--- src/rtl/bpskrrc_pkg.sv ---
package bpskrrc_pkg;

  // Operation carried by each input item.
  typedef enum logic [1:0] {
    FUNC_TAP_WR = 2'd0,
    FUNC_BYTE   = 2'd1,
    FUNC_SAMPLE = 2'd2,
    FUNC_NONE   = 2'd3
  } func_t;

  // Status returned with each result item.
  typedef enum logic [1:0] {
    ERR_OK        = 2'd0,
    ERR_FULL      = 2'd1,
    ERR_NO_PACKET = 2'd2
  } err_t;

  localparam int SAMPLE_W    = 16;
  localparam int TAP_INDEX_W = 6;
  localparam int BYTE_W      = 8;
  localparam int FRAC_BITS   = 15;
  localparam int AMP_W       = 17;
  localparam int PROD_W      = AMP_W + SAMPLE_W;

  // Impulse heights for a one bit and a zero bit.
  localparam logic signed [AMP_W-1:0] AMP_ONE  = 17'sh07FFF;
  localparam logic signed [AMP_W-1:0] AMP_ZERO = 17'sh18000;

  localparam logic signed [SAMPLE_W-1:0] Q15_MAX = 16'sh7FFF;
  localparam logic signed [SAMPLE_W-1:0] Q15_MIN = 16'sh8000;

endpackage

--- src/rtl/bpskrrc_in_if.sv ---
interface bpskrrc_in_if
  import bpskrrc_pkg::*;
();
  logic                       valid;
  logic                       ready;
  func_t                      func;
  logic [TAP_INDEX_W-1:0]     tap_index;
  logic signed [SAMPLE_W-1:0] tap_value;
  logic [BYTE_W-1:0]          data_byte;

  modport source (output valid, func, tap_index, tap_value, data_byte, input ready);
  modport sink   (input valid, func, tap_index, tap_value, data_byte, output ready);
endinterface

--- src/rtl/bpskrrc_out_if.sv ---
interface bpskrrc_out_if
  import bpskrrc_pkg::*;
();
  logic                       valid;
  logic                       ready;
  logic signed [SAMPLE_W-1:0] sample;
  err_t                       error_code;
  logic                       last_sample;
  logic                       ready_for_data;
  logic                       packet_full;

  modport source (output valid, sample, error_code, last_sample, ready_for_data, packet_full,
                  input ready);
  modport sink   (input valid, sample, error_code, last_sample, ready_for_data, packet_full,
                  output ready);
endinterface

--- src/rtl/bpsk_rrc_packet_modulator_top.sv ---
// Channel  Direction  Payload                                               Handshake
// in_ch    input      func, tap_index, tap_value, data_byte                 valid / ready
// out_ch   output     sample, error_code, last_sample, ready_for_data,      valid / ready
//                     packet_full
//
// Tap writes, byte pushes, rejected requests and unused codes finish in the accepting
// cycle; their result item is in the output register on the next cycle.
// A sample item reads one tap per contributing symbol from the single read port of the
// tap memory, then passes a multiply and an accumulate stage.
// Reset is synchronous and active low; the tap memory is not cleared and holds garbage
// until written. A stalled output holds the finished item and blocks the next one.
module bpsk_rrc_packet_modulator_top
  import bpskrrc_pkg::*;
#(
  parameter int TAPS               = 64,
  parameter int SAMPLES_PER_SYMBOL = 16,
  parameter int PAYLOAD_BYTES      = 4,
  parameter int PREAMBLE_BITS      = 8
) (
  input  logic          clk,
  input  logic          rst_n,
  bpskrrc_in_if.sink    in_ch,
  bpskrrc_out_if.source out_ch
);

  // Packet and waveform geometry.
  localparam int TOTAL_BITS = PREAMBLE_BITS + 8 * PAYLOAD_BYTES;
  localparam int WAVE_LEN   = SAMPLES_PER_SYMBOL * TOTAL_BITS + TAPS + 1;
  localparam int IDX_W      = $clog2(WAVE_LEN);
  localparam int SYM_W      = $clog2(WAVE_LEN / SAMPLES_PER_SYMBOL + 1);
  localparam int PH_W       = $clog2(SAMPLES_PER_SYMBOL);
  localparam int KW         = $clog2(TAPS + SAMPLES_PER_SYMBOL);
  localparam int AW         = (TAPS > 1) ? $clog2(TAPS) : 1;
  localparam int TIDX_W     = (AW > TAP_INDEX_W) ? AW : TAP_INDEX_W;
  localparam int NCONTRIB   = (TAPS + SAMPLES_PER_SYMBOL - 1) / SAMPLES_PER_SYMBOL;
  localparam int ACC_W      = PROD_W + $clog2(NCONTRIB + 1);
  localparam int PAY_BITS   = 8 * PAYLOAD_BYTES;
  localparam int PAY_W      = $clog2(PAY_BITS);
  localparam int CNT_W      = $clog2(PAYLOAD_BYTES + 1);
  localparam int SLOT_W     = (PAYLOAD_BYTES > 1) ? $clog2(PAYLOAD_BYTES) : 1;

  localparam logic signed [ACC_W-1:0] ACC_MAX = ACC_W'(32767);
  localparam logic signed [ACC_W-1:0] ACC_MIN = -ACC_W'(32768);

  // Sequencer: RUN reads at most one tap per cycle, MUL and ADD drain the pipeline.
  typedef enum logic [3:0] {
    S_IDLE = 4'b0001,
    S_RUN  = 4'b0010,
    S_MUL  = 4'b0100,
    S_ADD  = 4'b1000
  } state_t;

  state_t state_r, state_nxt;

  // Packet and waveform position. The sample index is kept split into a symbol count
  // and a phase within the symbol, so that no division is needed to find the taps.
  logic [IDX_W-1:0]    sample_idx_r, sample_idx_nxt;
  logic [SYM_W-1:0]    sym_r, sym_nxt;
  logic [PH_W-1:0]     phase_r, phase_nxt;
  logic [CNT_W-1:0]    byte_cnt_r, byte_cnt_nxt;
  logic [PAY_BITS-1:0] payload_r, payload_nxt;

  // Convolution walk: symbol i_r contributes tap k_r; each step moves one symbol back.
  logic [SYM_W-1:0] i_r, i_nxt;
  logic [KW-1:0]    k_r, k_nxt;
  logic             rd_vld_r, rd_vld_nxt;
  logic             prod_vld_r, prod_vld_nxt;
  logic             bit_r, bit_nxt;
  logic signed [PROD_W-1:0] prod_r, prod_nxt;
  logic signed [ACC_W-1:0]  acc_r, acc_nxt;

  // Status for the sample item in flight.
  logic pend_last_r, pend_last_nxt;
  logic pend_rfd_r, pend_rfd_nxt;
  logic pend_full_r, pend_full_nxt;

  // Output register.
  logic                       out_valid_r, out_valid_nxt;
  logic signed [SAMPLE_W-1:0] out_sample_r, out_sample_nxt;
  err_t                       out_err_r, out_err_nxt;
  logic                       out_last_r, out_last_nxt;
  logic                       out_rfd_r, out_rfd_nxt;
  logic                       out_full_r, out_full_nxt;

  logic                       in_ready;
  logic                       accept;
  logic                       out_free;
  logic                       pkt_full;
  logic [TIDX_W-1:0]          tap_idx_ext;
  logic                       tap_we;
  logic [SAMPLE_W-1:0]        tap_rdata;
  logic                       issue;
  logic [KW:0]                k_sum;
  logic                       step_last;
  logic [SYM_W-1:0]           pay_off;
  logic                       pre_bit;
  logic                       cur_bit;
  logic signed [ACC_W-1:0]    prod_add;
  logic signed [ACC_W-1:0]    acc_sum;
  logic signed [ACC_W-1:0]    acc_q;
  logic signed [SAMPLE_W-1:0] sat_sample;

  assign out_free = !out_valid_r || out_ch.ready;
  assign in_ready = (state_r == S_IDLE) && out_free;
  assign accept   = in_ch.valid && in_ready;
  assign pkt_full = (byte_cnt_r == CNT_W'(PAYLOAD_BYTES));

  // Tap writes beyond the filter length are ignored.
  assign tap_idx_ext = TIDX_W'(in_ch.tap_index);
  assign tap_we      = accept && (in_ch.func == FUNC_TAP_WR) && (32'(in_ch.tap_index) < TAPS);

  bpskrrc_ram #(
    .WIDTH (SAMPLE_W),
    .DEPTH (TAPS)
  ) u_tap_ram (
    .clk     (clk),
    .wr_en   (tap_we),
    .wr_addr (tap_idx_ext[AW-1:0]),
    .wr_data (in_ch.tap_value),
    .rd_en   (issue),
    .rd_addr (k_r[AW-1:0]),
    .rd_data (tap_rdata)
  );

  // A step reads a tap only if it lies inside the filter and the symbol exists.
  assign issue     = (state_r == S_RUN) && (k_r < KW'(TAPS)) && (i_r < SYM_W'(TOTAL_BITS));
  assign k_sum     = (KW + 1)'(k_r) + (KW + 1)'(SAMPLES_PER_SYMBOL);
  assign step_last = (i_r == '0) || (k_sum >= (KW + 1)'(TAPS));

  // The preamble alternates starting with a one; its final bit repeats the one before.
  assign pre_bit = (i_r == SYM_W'(PREAMBLE_BITS - 1)) ? i_r[0] : ~i_r[0];
  assign pay_off = i_r - SYM_W'(PREAMBLE_BITS);
  assign cur_bit = (i_r < SYM_W'(PREAMBLE_BITS)) ? pre_bit : payload_r[pay_off[PAY_W-1:0]];

  // Accumulate, then floor-shift and saturate to q15.
  assign prod_add = prod_vld_r ? ACC_W'(prod_r) : ACC_W'(0);
  assign acc_sum  = acc_r + prod_add;
  assign acc_q    = acc_sum >>> FRAC_BITS;

  always_comb begin
    if (acc_q > ACC_MAX) begin
      sat_sample = Q15_MAX;
    end else if (acc_q < ACC_MIN) begin
      sat_sample = Q15_MIN;
    end else begin
      sat_sample = SAMPLE_W'(acc_q);
    end
  end

  always_comb begin
    logic res_last;
    err_t res_err;
    logic run;

    state_nxt      = state_r;
    sample_idx_nxt = sample_idx_r;
    sym_nxt        = sym_r;
    phase_nxt      = phase_r;
    byte_cnt_nxt   = byte_cnt_r;
    payload_nxt    = payload_r;
    i_nxt          = i_r;
    k_nxt          = k_r;
    rd_vld_nxt     = issue;
    prod_vld_nxt   = rd_vld_r;
    bit_nxt        = cur_bit;
    prod_nxt       = PROD_W'(bit_r ? AMP_ONE : AMP_ZERO) * PROD_W'($signed(tap_rdata));
    acc_nxt        = acc_r;
    pend_last_nxt  = pend_last_r;
    pend_rfd_nxt   = pend_rfd_r;
    pend_full_nxt  = pend_full_r;
    out_valid_nxt  = out_valid_r && !out_ch.ready;
    out_sample_nxt = out_sample_r;
    out_err_nxt    = out_err_r;
    out_last_nxt   = out_last_r;
    out_rfd_nxt    = out_rfd_r;
    out_full_nxt   = out_full_r;
    res_last       = 1'b0;
    res_err        = ERR_OK;
    run            = 1'b0;

    if (accept) begin
      unique case (in_ch.func)
        FUNC_TAP_WR: begin
        end
        FUNC_BYTE: begin
          if (pkt_full) begin
            res_err = ERR_FULL;
          end else begin
            payload_nxt[{byte_cnt_r[SLOT_W-1:0], 3'b000} +: BYTE_W] = in_ch.data_byte;
            byte_cnt_nxt = byte_cnt_r + CNT_W'(1);
          end
        end
        FUNC_SAMPLE: begin
          if (!pkt_full) begin
            res_err = ERR_NO_PACKET;
          end else begin
            run   = 1'b1;
            i_nxt = sym_r;
            k_nxt = KW'(phase_r);
            if (sample_idx_r == IDX_W'(WAVE_LEN - 1)) begin
              // End of waveform: rewind and drop back to the bare preamble.
              sample_idx_nxt = '0;
              sym_nxt        = '0;
              phase_nxt      = '0;
              byte_cnt_nxt   = '0;
              res_last       = 1'b1;
            end else begin
              sample_idx_nxt = sample_idx_r + IDX_W'(1);
              if (phase_r == PH_W'(SAMPLES_PER_SYMBOL - 1)) begin
                phase_nxt = '0;
                sym_nxt   = sym_r + SYM_W'(1);
              end else begin
                phase_nxt = phase_r + PH_W'(1);
              end
            end
          end
        end
        FUNC_NONE: begin
        end
        default: begin
        end
      endcase

      if (run) begin
        state_nxt     = S_RUN;
        acc_nxt       = '0;
        rd_vld_nxt    = 1'b0;
        prod_vld_nxt  = 1'b0;
        pend_last_nxt = res_last;
        pend_rfd_nxt  = (sample_idx_nxt == '0);
        pend_full_nxt = (byte_cnt_nxt == CNT_W'(PAYLOAD_BYTES));
      end else begin
        out_valid_nxt  = 1'b1;
        out_sample_nxt = '0;
        out_err_nxt    = res_err;
        out_last_nxt   = 1'b0;
        out_rfd_nxt    = (sample_idx_r == '0);
        out_full_nxt   = (byte_cnt_nxt == CNT_W'(PAYLOAD_BYTES));
      end
    end else begin
      if (state_r != S_IDLE) begin
        acc_nxt = acc_sum;
      end
      unique case (state_r)
        S_IDLE: begin
        end
        S_RUN: begin
          k_nxt = k_sum[KW-1:0];
          i_nxt = i_r - SYM_W'(1);
          if (step_last) begin
            state_nxt = S_MUL;
          end
        end
        S_MUL: begin
          state_nxt = S_ADD;
        end
        S_ADD: begin
          // The last product lands here; wait while the output register is occupied.
          if (out_free) begin
            state_nxt      = S_IDLE;
            out_valid_nxt  = 1'b1;
            out_sample_nxt = sat_sample;
            out_err_nxt    = ERR_OK;
            out_last_nxt   = pend_last_r;
            out_rfd_nxt    = pend_rfd_r;
            out_full_nxt   = pend_full_r;
          end
        end
        default: begin
          state_nxt = S_IDLE;
        end
      endcase
    end
  end

  always_ff @(posedge clk) begin
    if (!rst_n) begin
      state_r      <= S_IDLE;
      sample_idx_r <= '0;
      sym_r        <= '0;
      phase_r      <= '0;
      byte_cnt_r   <= '0;
      payload_r    <= '0;
      rd_vld_r     <= 1'b0;
      prod_vld_r   <= 1'b0;
      out_valid_r  <= 1'b0;
    end else begin
      state_r      <= state_nxt;
      sample_idx_r <= sample_idx_nxt;
      sym_r        <= sym_nxt;
      phase_r      <= phase_nxt;
      byte_cnt_r   <= byte_cnt_nxt;
      payload_r    <= payload_nxt;
      rd_vld_r     <= rd_vld_nxt;
      prod_vld_r   <= prod_vld_nxt;
      out_valid_r  <= out_valid_nxt;
    end
  end

  always_ff @(posedge clk) begin
    i_r          <= i_nxt;
    k_r          <= k_nxt;
    bit_r        <= bit_nxt;
    prod_r       <= prod_nxt;
    acc_r        <= acc_nxt;
    pend_last_r  <= pend_last_nxt;
    pend_rfd_r   <= pend_rfd_nxt;
    pend_full_r  <= pend_full_nxt;
    out_sample_r <= out_sample_nxt;
    out_err_r    <= out_err_nxt;
    out_last_r   <= out_last_nxt;
    out_rfd_r    <= out_rfd_nxt;
    out_full_r   <= out_full_nxt;
  end

  assign in_ch.ready           = in_ready;
  assign out_ch.valid          = out_valid_r;
  assign out_ch.sample         = out_sample_r;
  assign out_ch.error_code     = out_err_r;
  assign out_ch.last_sample    = out_last_r;
  assign out_ch.ready_for_data = out_rfd_r;
  assign out_ch.packet_full    = out_full_r;

`ifndef NO_ASSERTIONS
  a_ready_only_idle: assert property (@(posedge clk) disable iff (!rst_n)
    in_ch.ready |-> (state_r == S_IDLE))
    else $error("input accepted while a sample is in progress");

  a_byte_cnt_range: assert property (@(posedge clk) disable iff (!rst_n)
    byte_cnt_r <= CNT_W'(PAYLOAD_BYTES))
    else $error("payload byte count beyond packet size");

  a_wave_needs_packet: assert property (@(posedge clk) disable iff (!rst_n)
    (sample_idx_r != '0) |-> pkt_full)
    else $error("waveform in progress without a full packet");

  a_phase_range: assert property (@(posedge clk) disable iff (!rst_n)
    phase_r <= PH_W'(SAMPLES_PER_SYMBOL - 1))
    else $error("symbol phase out of range");

  a_sample_delivered: assert property (@(posedge clk) disable iff (!rst_n)
    (state_r == S_ADD && state_nxt == S_IDLE) |=> out_valid_r)
    else $error("finished sample did not reach the output register");
`endif

endmodule

--- src/rtl/bpskrrc_ram.sv ---
module bpskrrc_ram #(
  parameter int WIDTH = 16,
  parameter int DEPTH = 64,
  localparam int AW = (DEPTH > 1) ? $clog2(DEPTH) : 1
) (
  input  logic             clk,
  input  logic             wr_en,
  input  logic [AW-1:0]    wr_addr,
  input  logic [WIDTH-1:0] wr_data,
  input  logic             rd_en,
  input  logic [AW-1:0]    rd_addr,
  output logic [WIDTH-1:0] rd_data
);

  logic [WIDTH-1:0] mem_r [DEPTH];
  logic [WIDTH-1:0] rd_data_r;

  always_ff @(posedge clk) begin
    if (wr_en) begin
      mem_r[wr_addr] <= wr_data;
    end
    if (rd_en) begin
      rd_data_r <= mem_r[rd_addr];
    end
  end

  assign rd_data = rd_data_r;

endmodule

--- src/flat_wrapper.sv ---
// flat-port wrapper written by rule: the top's interface ports become plain ports
module bpsk_rrc_packet_modulator_top_flat import bpskrrc_pkg::*;
#(
  parameter int TAPS               = 64,
  parameter int SAMPLES_PER_SYMBOL = 16,
  parameter int PAYLOAD_BYTES      = 4,
  parameter int PREAMBLE_BITS      = 8
)
  (clk, rst_n, in_ch_valid, in_ch_func, in_ch_tap_index, in_ch_tap_value, in_ch_data_byte, in_ch_ready, out_ch_valid, out_ch_sample, out_ch_error_code, out_ch_last_sample, out_ch_ready_for_data, out_ch_packet_full, out_ch_ready);
  bpskrrc_in_if in_ch_i ();
  bpskrrc_out_if out_ch_i ();
  input  logic clk;
  input  logic rst_n;
  input wire logic [$bits(in_ch_i.valid)-1:0] in_ch_valid;
  input wire logic [$bits(in_ch_i.func)-1:0] in_ch_func;
  input wire logic [$bits(in_ch_i.tap_index)-1:0] in_ch_tap_index;
  input wire logic [$bits(in_ch_i.tap_value)-1:0] in_ch_tap_value;
  input wire logic [$bits(in_ch_i.data_byte)-1:0] in_ch_data_byte;
  output wire logic [$bits(in_ch_i.ready)-1:0] in_ch_ready;
  output wire logic [$bits(out_ch_i.valid)-1:0] out_ch_valid;
  output wire logic [$bits(out_ch_i.sample)-1:0] out_ch_sample;
  output wire logic [$bits(out_ch_i.error_code)-1:0] out_ch_error_code;
  output wire logic [$bits(out_ch_i.last_sample)-1:0] out_ch_last_sample;
  output wire logic [$bits(out_ch_i.ready_for_data)-1:0] out_ch_ready_for_data;
  output wire logic [$bits(out_ch_i.packet_full)-1:0] out_ch_packet_full;
  input wire logic [$bits(out_ch_i.ready)-1:0] out_ch_ready;
  assign in_ch_i.valid = in_ch_valid;
  assign in_ch_i.func = in_ch_func;
  assign in_ch_i.tap_index = in_ch_tap_index;
  assign in_ch_i.tap_value = in_ch_tap_value;
  assign in_ch_i.data_byte = in_ch_data_byte;
  assign in_ch_ready = in_ch_i.ready;
  assign out_ch_valid = out_ch_i.valid;
  assign out_ch_sample = out_ch_i.sample;
  assign out_ch_error_code = out_ch_i.error_code;
  assign out_ch_last_sample = out_ch_i.last_sample;
  assign out_ch_ready_for_data = out_ch_i.ready_for_data;
  assign out_ch_packet_full = out_ch_i.packet_full;
  assign out_ch_i.ready = out_ch_ready;
  bpsk_rrc_packet_modulator_top #(.TAPS(TAPS), .SAMPLES_PER_SYMBOL(SAMPLES_PER_SYMBOL), .PAYLOAD_BYTES(PAYLOAD_BYTES), .PREAMBLE_BITS(PREAMBLE_BITS)) u_core (.clk(clk), .rst_n(rst_n), .in_ch(in_ch_i), .out_ch(out_ch_i));
endmodule
--- config.mk ---
export PLATFORM = sky130hd
export DESIGN_NAME = bpsk_rrc_packet_modulator_top_flat
export DESIGN_NICKNAME = d
export VERILOG_FILES = /design/src/rtl/bpskrrc_pkg.sv /design/src/rtl/bpskrrc_in_if.sv /design/src/rtl/bpskrrc_out_if.sv /design/src/rtl/bpsk_rrc_packet_modulator_top.sv /design/src/rtl/bpskrrc_ram.sv /design/src/flat_wrapper.sv
export SDC_FILE = /design/constraint.sdc
export NUM_CORES = 2
export LEC_CHECK = 0
export BUFFER_PORTS_ARGS = -buffer_cell sky130_fd_sc_hd__buf_4
export CORE_UTILIZATION = 63
export CTS_BUF_LIST = sky130_fd_sc_hd__clkbuf_16
export DETAILED_ROUTE_END_ITERATION = 8
export PLACE_DENSITY = 0.87
export SKIP_CTS_REPAIR_TIMING = 1
export SYNTH_ARGS = -nofsm -noshare
export SYNTH_HDL_FRONTEND = slang
export SYNTH_SLANG_ARGS = --single-unit
--- constraint.sdc ---
create_clock -name clk -period 8.65 [get_ports clk]
set_input_delay 0.4325 -clock clk [delete_from_list [all_inputs] [get_ports clk]]
set_output_delay 0.4325 -clock clk [all_outputs]
set_load 0.02 [all_outputs]
==> summary.md <==
| Metric | Value |
|---|---|
| Top cells by count, synth | `edfxtp_1 (1,113), mux4_2 (346), inv_1 (254), nor2_1 (159), fa_1 (150)` |
| Total power draw | `12,000 µW` |
| WL final | `141 mm` |
| CTS max path bufs | `3` |
| Synth Area in Simple Gates | `4.97%` |
| Grt ovf | `0` |
| Critical path class | `register to register` |
| Setup violators final | `0` |
| First-pass GRT wire length | `208 mm` |
| Worst-skew pair later-pin latency | `about 0.75 ns` |
| Final instance area | `61,100 µm²` |
| I/O Pins | `59` |
| Status | `finished clean` |
| Worst Skew | `0.0861 ns` |
| Mux contribution to synthesized area | `14.2%` |
| Clock sink total | `1,209` |
| Relative max-transition margin | `a little under a fifth` |
| Die Width | `~300 µm` |
| Max cap viols | `0` |
| Slew Limit Fails | `0` |
| Area growth, synth to finish | `10.5%` |
| Hold Crit Class | `input port to register` |
| Top-count cell post-synth | `edfxtp_1` |
| TritonCTS Buffers | `116` |
| Cell taking the most area after synthesis | `edfxtp_1` |
| DRC viols | `0` |
| Final hold viol count | `0` |
| 1st-iter DRT viols | `3,937` |
| Cell area after synthesis | `55,300 µm²` |
| Met2 wire length | `about 72 mm` |
| Fin nets | `3,664` |
| Post-synth EDFFs | `1,113` |
| Unrepaired setup endpoints after global routing | `no` |
| Async set or reset register ratio after synthesis | `0%` |
| Crit. End Element | `register` |
| Top cells by area, synth | `edfxtp_1 (60%), mux4_2 (14%), fa_1 (5.4%)` |
| Leak Pwr | `0.0213 µW` |
| Highest metal layer with signal wires | `met5` |
| Fmax | `132 MHz` |
| Vias | `30,800` |
| Setup TNS | `0 ns` |
| Synth Net Count | `3,547` |
| Worst Setup Start Kind | `register` |
| Crit share post-route | `87.8%` |
| Final WS setup | `1.06 ns` |
| Number of iterations in the first detailed-routing pass | `6` |
| Hold slack | `0.0238 ns` |
| # rows | `108` |
| Total track usage | `32.2%` |
| IO Port Bufs | `58` |
| Synth Warn # | `0` |
| Filler cells | `approximately 5,000` |
| CTS clk-pin slew, worst paths | `0.07 ns` |
| Core box area | `86,900 µm²` |
| Number of global-route vias before repair | `31,600` |
| M1 WL | `48.7 mm` |
| Die ar. | `~89,000 µm²` |
| Syn_area_per_cell | `17.2 µm²` |
| Yosys cell types | `84` |
| CP arrival | `about 8.2 ns` |
| Share of layout cells above drive strength 1 | `between 20% and 30%` |
| WP data required | `9.30 ns` |
| Vias/cell | `6.71` |
| HPWL after detailed placement | `83.1 mm` |
| Main combinational cell family by area after synthesis | `multiplexers` |
| Share of the synthesized area in the top cell type | `60.4%` |
| Hold Path Cell Cnt | `3` |
| CTS tree | `yes` |
| Post-Synth XOR/XNOR Area | `~1.6%` |
| Clock Root Buffer | `clkbuf_16` |
| Worst reg2reg path depth | `25` |
| Initial Util | `a little under two thirds` |
| Cell count after synthesis | `~3,200` |
| Synth Flop Type | `edfxtp_1` |
| Post-synthesis adder-cell area fraction | `8.64%` |
| Worst Tran Pin Value | `1.21 ns` |
| Power per cell area | `197 nW/µm²` |
| Post-route ant nets | `0` |
| Initial antenna violation count | `15` |
| Largest net degree at the start of global routing | `between 100 and 150` |
| Peak supply drop | `between 0.2 and 0.25 mV` |
| H-tree depth | `3` |
| Dpl cell area | `57,300 µm²` |
| Crit-path max FO | `27` |
| Die height | `roughly 300 µm` |
| Sequential area share after synthesis | `63.9%` |
| WL/cell | `30.7 µm` |
| Time the worst path needs with I/O delays and setup | `7.59 ns` |
| Flip-flop and latch count after synthesis | `1,209` |
| GPL Wtd Cong | `0.889` |
| Met3 WL | `about 13 mm` |
| Complex-gate fraction of the synthesized area | `4.06%` |
| Post-Place Worst Slack | `roughly 1.0 ns` |
-- metrics by stage --
stage,instances,util (%)
final,4590,70.4
after global routing,4587,70.4
after CTS,4586,70.4
after detailed placement,4373,66.0
after global placement,4373,66.0
after floorplan,3219,-
-- logic make-up (layout without fill, tap and decap cells) --
group / after synthesis / after routing
DFF: 1209 / 1209
and+or+nand+nor: 563 / 563
buffers and inverters: 392 / 604
muxes: 350 / 350
AOI/OAI and AO/OA: 314 / 314
adders and majority gates: 292 / 292
xor gates and xnor gates: 99 / 99
other: 0 / 4
-- worst paths after layout --
path	start	to	slack, ns
setup reg to reg	u_core.bit_r	u_core.prod_r[32]	1.06
hold reg to reg	u_core.payload_r[31]	u_core.payload_r[31]	0.46
hold / removal	in_ch_data_byte[7]	u_core.payload_r[31]	0.02
setup / recovery	u_core.bit_r	u_core.prod_r[32]	1.06
-- worst max-delay path, stage by stage, from the launching register on --
cell	delay, ns
dfxtp_1	0.45
buf_4	0.29
and2_1	0.27
fa_1	0.63
xnor2_1	0.22
ha_1	0.21
a21o_1	0.23
inv_1	0.26
xnor2_1	0.11
ha_1	0.20
a21o_1	0.18
fa_1	0.47
fa_1	0.55
inv_1	0.05
fa_1	0.48
inv_1	0.05
ha_1	0.35
a21o_1	0.20
a21o_1	0.20
a2111oi_0	0.67
o31ai_1	0.23
a31oi_1	0.45
o21ai_1	0.19
nand3b_1	0.20
a31oi_1	0.22
xnor2_1	0.14
-- state kept, by name, indices dropped and copies added, names as in the netlist, 2 cells and up --
register                  count
u_core.k_r                    7
u_core.byte_cnt_r             3
u_core.sample_idx_r          10
u_core.u_tap_ram.rd_data     16
u_core.payload_r             32
u_core.out_ch.error_code      2
u_core.out_ch.sample         16
u_core.prod_r                33
u_core.sym_r                  6
u_core.acc_r                 36
u_core.state_r                4
u_core.phase_r                4
u_core.u_tap_ram.mem_r     1024
u_core.i_r                    6
-- power by group --
group	leakage (µW)	internal, µW	switching, µW
combinational	0.00854	161	313
sequential	0.0108	6430	16.3
clock	0.00194	2830	2280
-- placed cells by master, fill, tap and decap left out, types with 56 or more instances in the layout --
master | Yosys | routed
a21oi_1 | 69 | 69
nor2_1 | 159 | 157
nand3_1 | 76 | 76
and2_1 | 61 | 60
clkbuf_16 | 0 | 117
ha_1 | 142 | 142
inv_1 | 254 | 275
edfxtp_1 | 1113 | 1113
xnor2_1 | 59 | 59
nand2_1 | 123 | 123
buf_4 | 1 | 133
fa_1 | 150 | 150
dfxtp_1 | 96 | 96
mux4_2 | 346 | 346
a21o_1 | 56 | 56
-- per-layer routing --
layer	GRT usage, %	up-vias
li1	-	12500
met1	41.0	15700
met2	54.1	2154
met3	6.09	440
met4	15.3	24
met5	0	-
-- final cells by class --
type,instances,area [µm²],share of cell area [%]
antenna,4,10.0,0.0164
clock buffer,117,2930,4.79
clock inverter,96,895,1.46
inverter,255,957,1.57
multi-input combinational,1618,18500,30.3
sequential,1209,35300,57.8
tap,1155,1450,2.36
timing repair buffer,136,1060,1.73
Power figures use the tool's default switching activity.
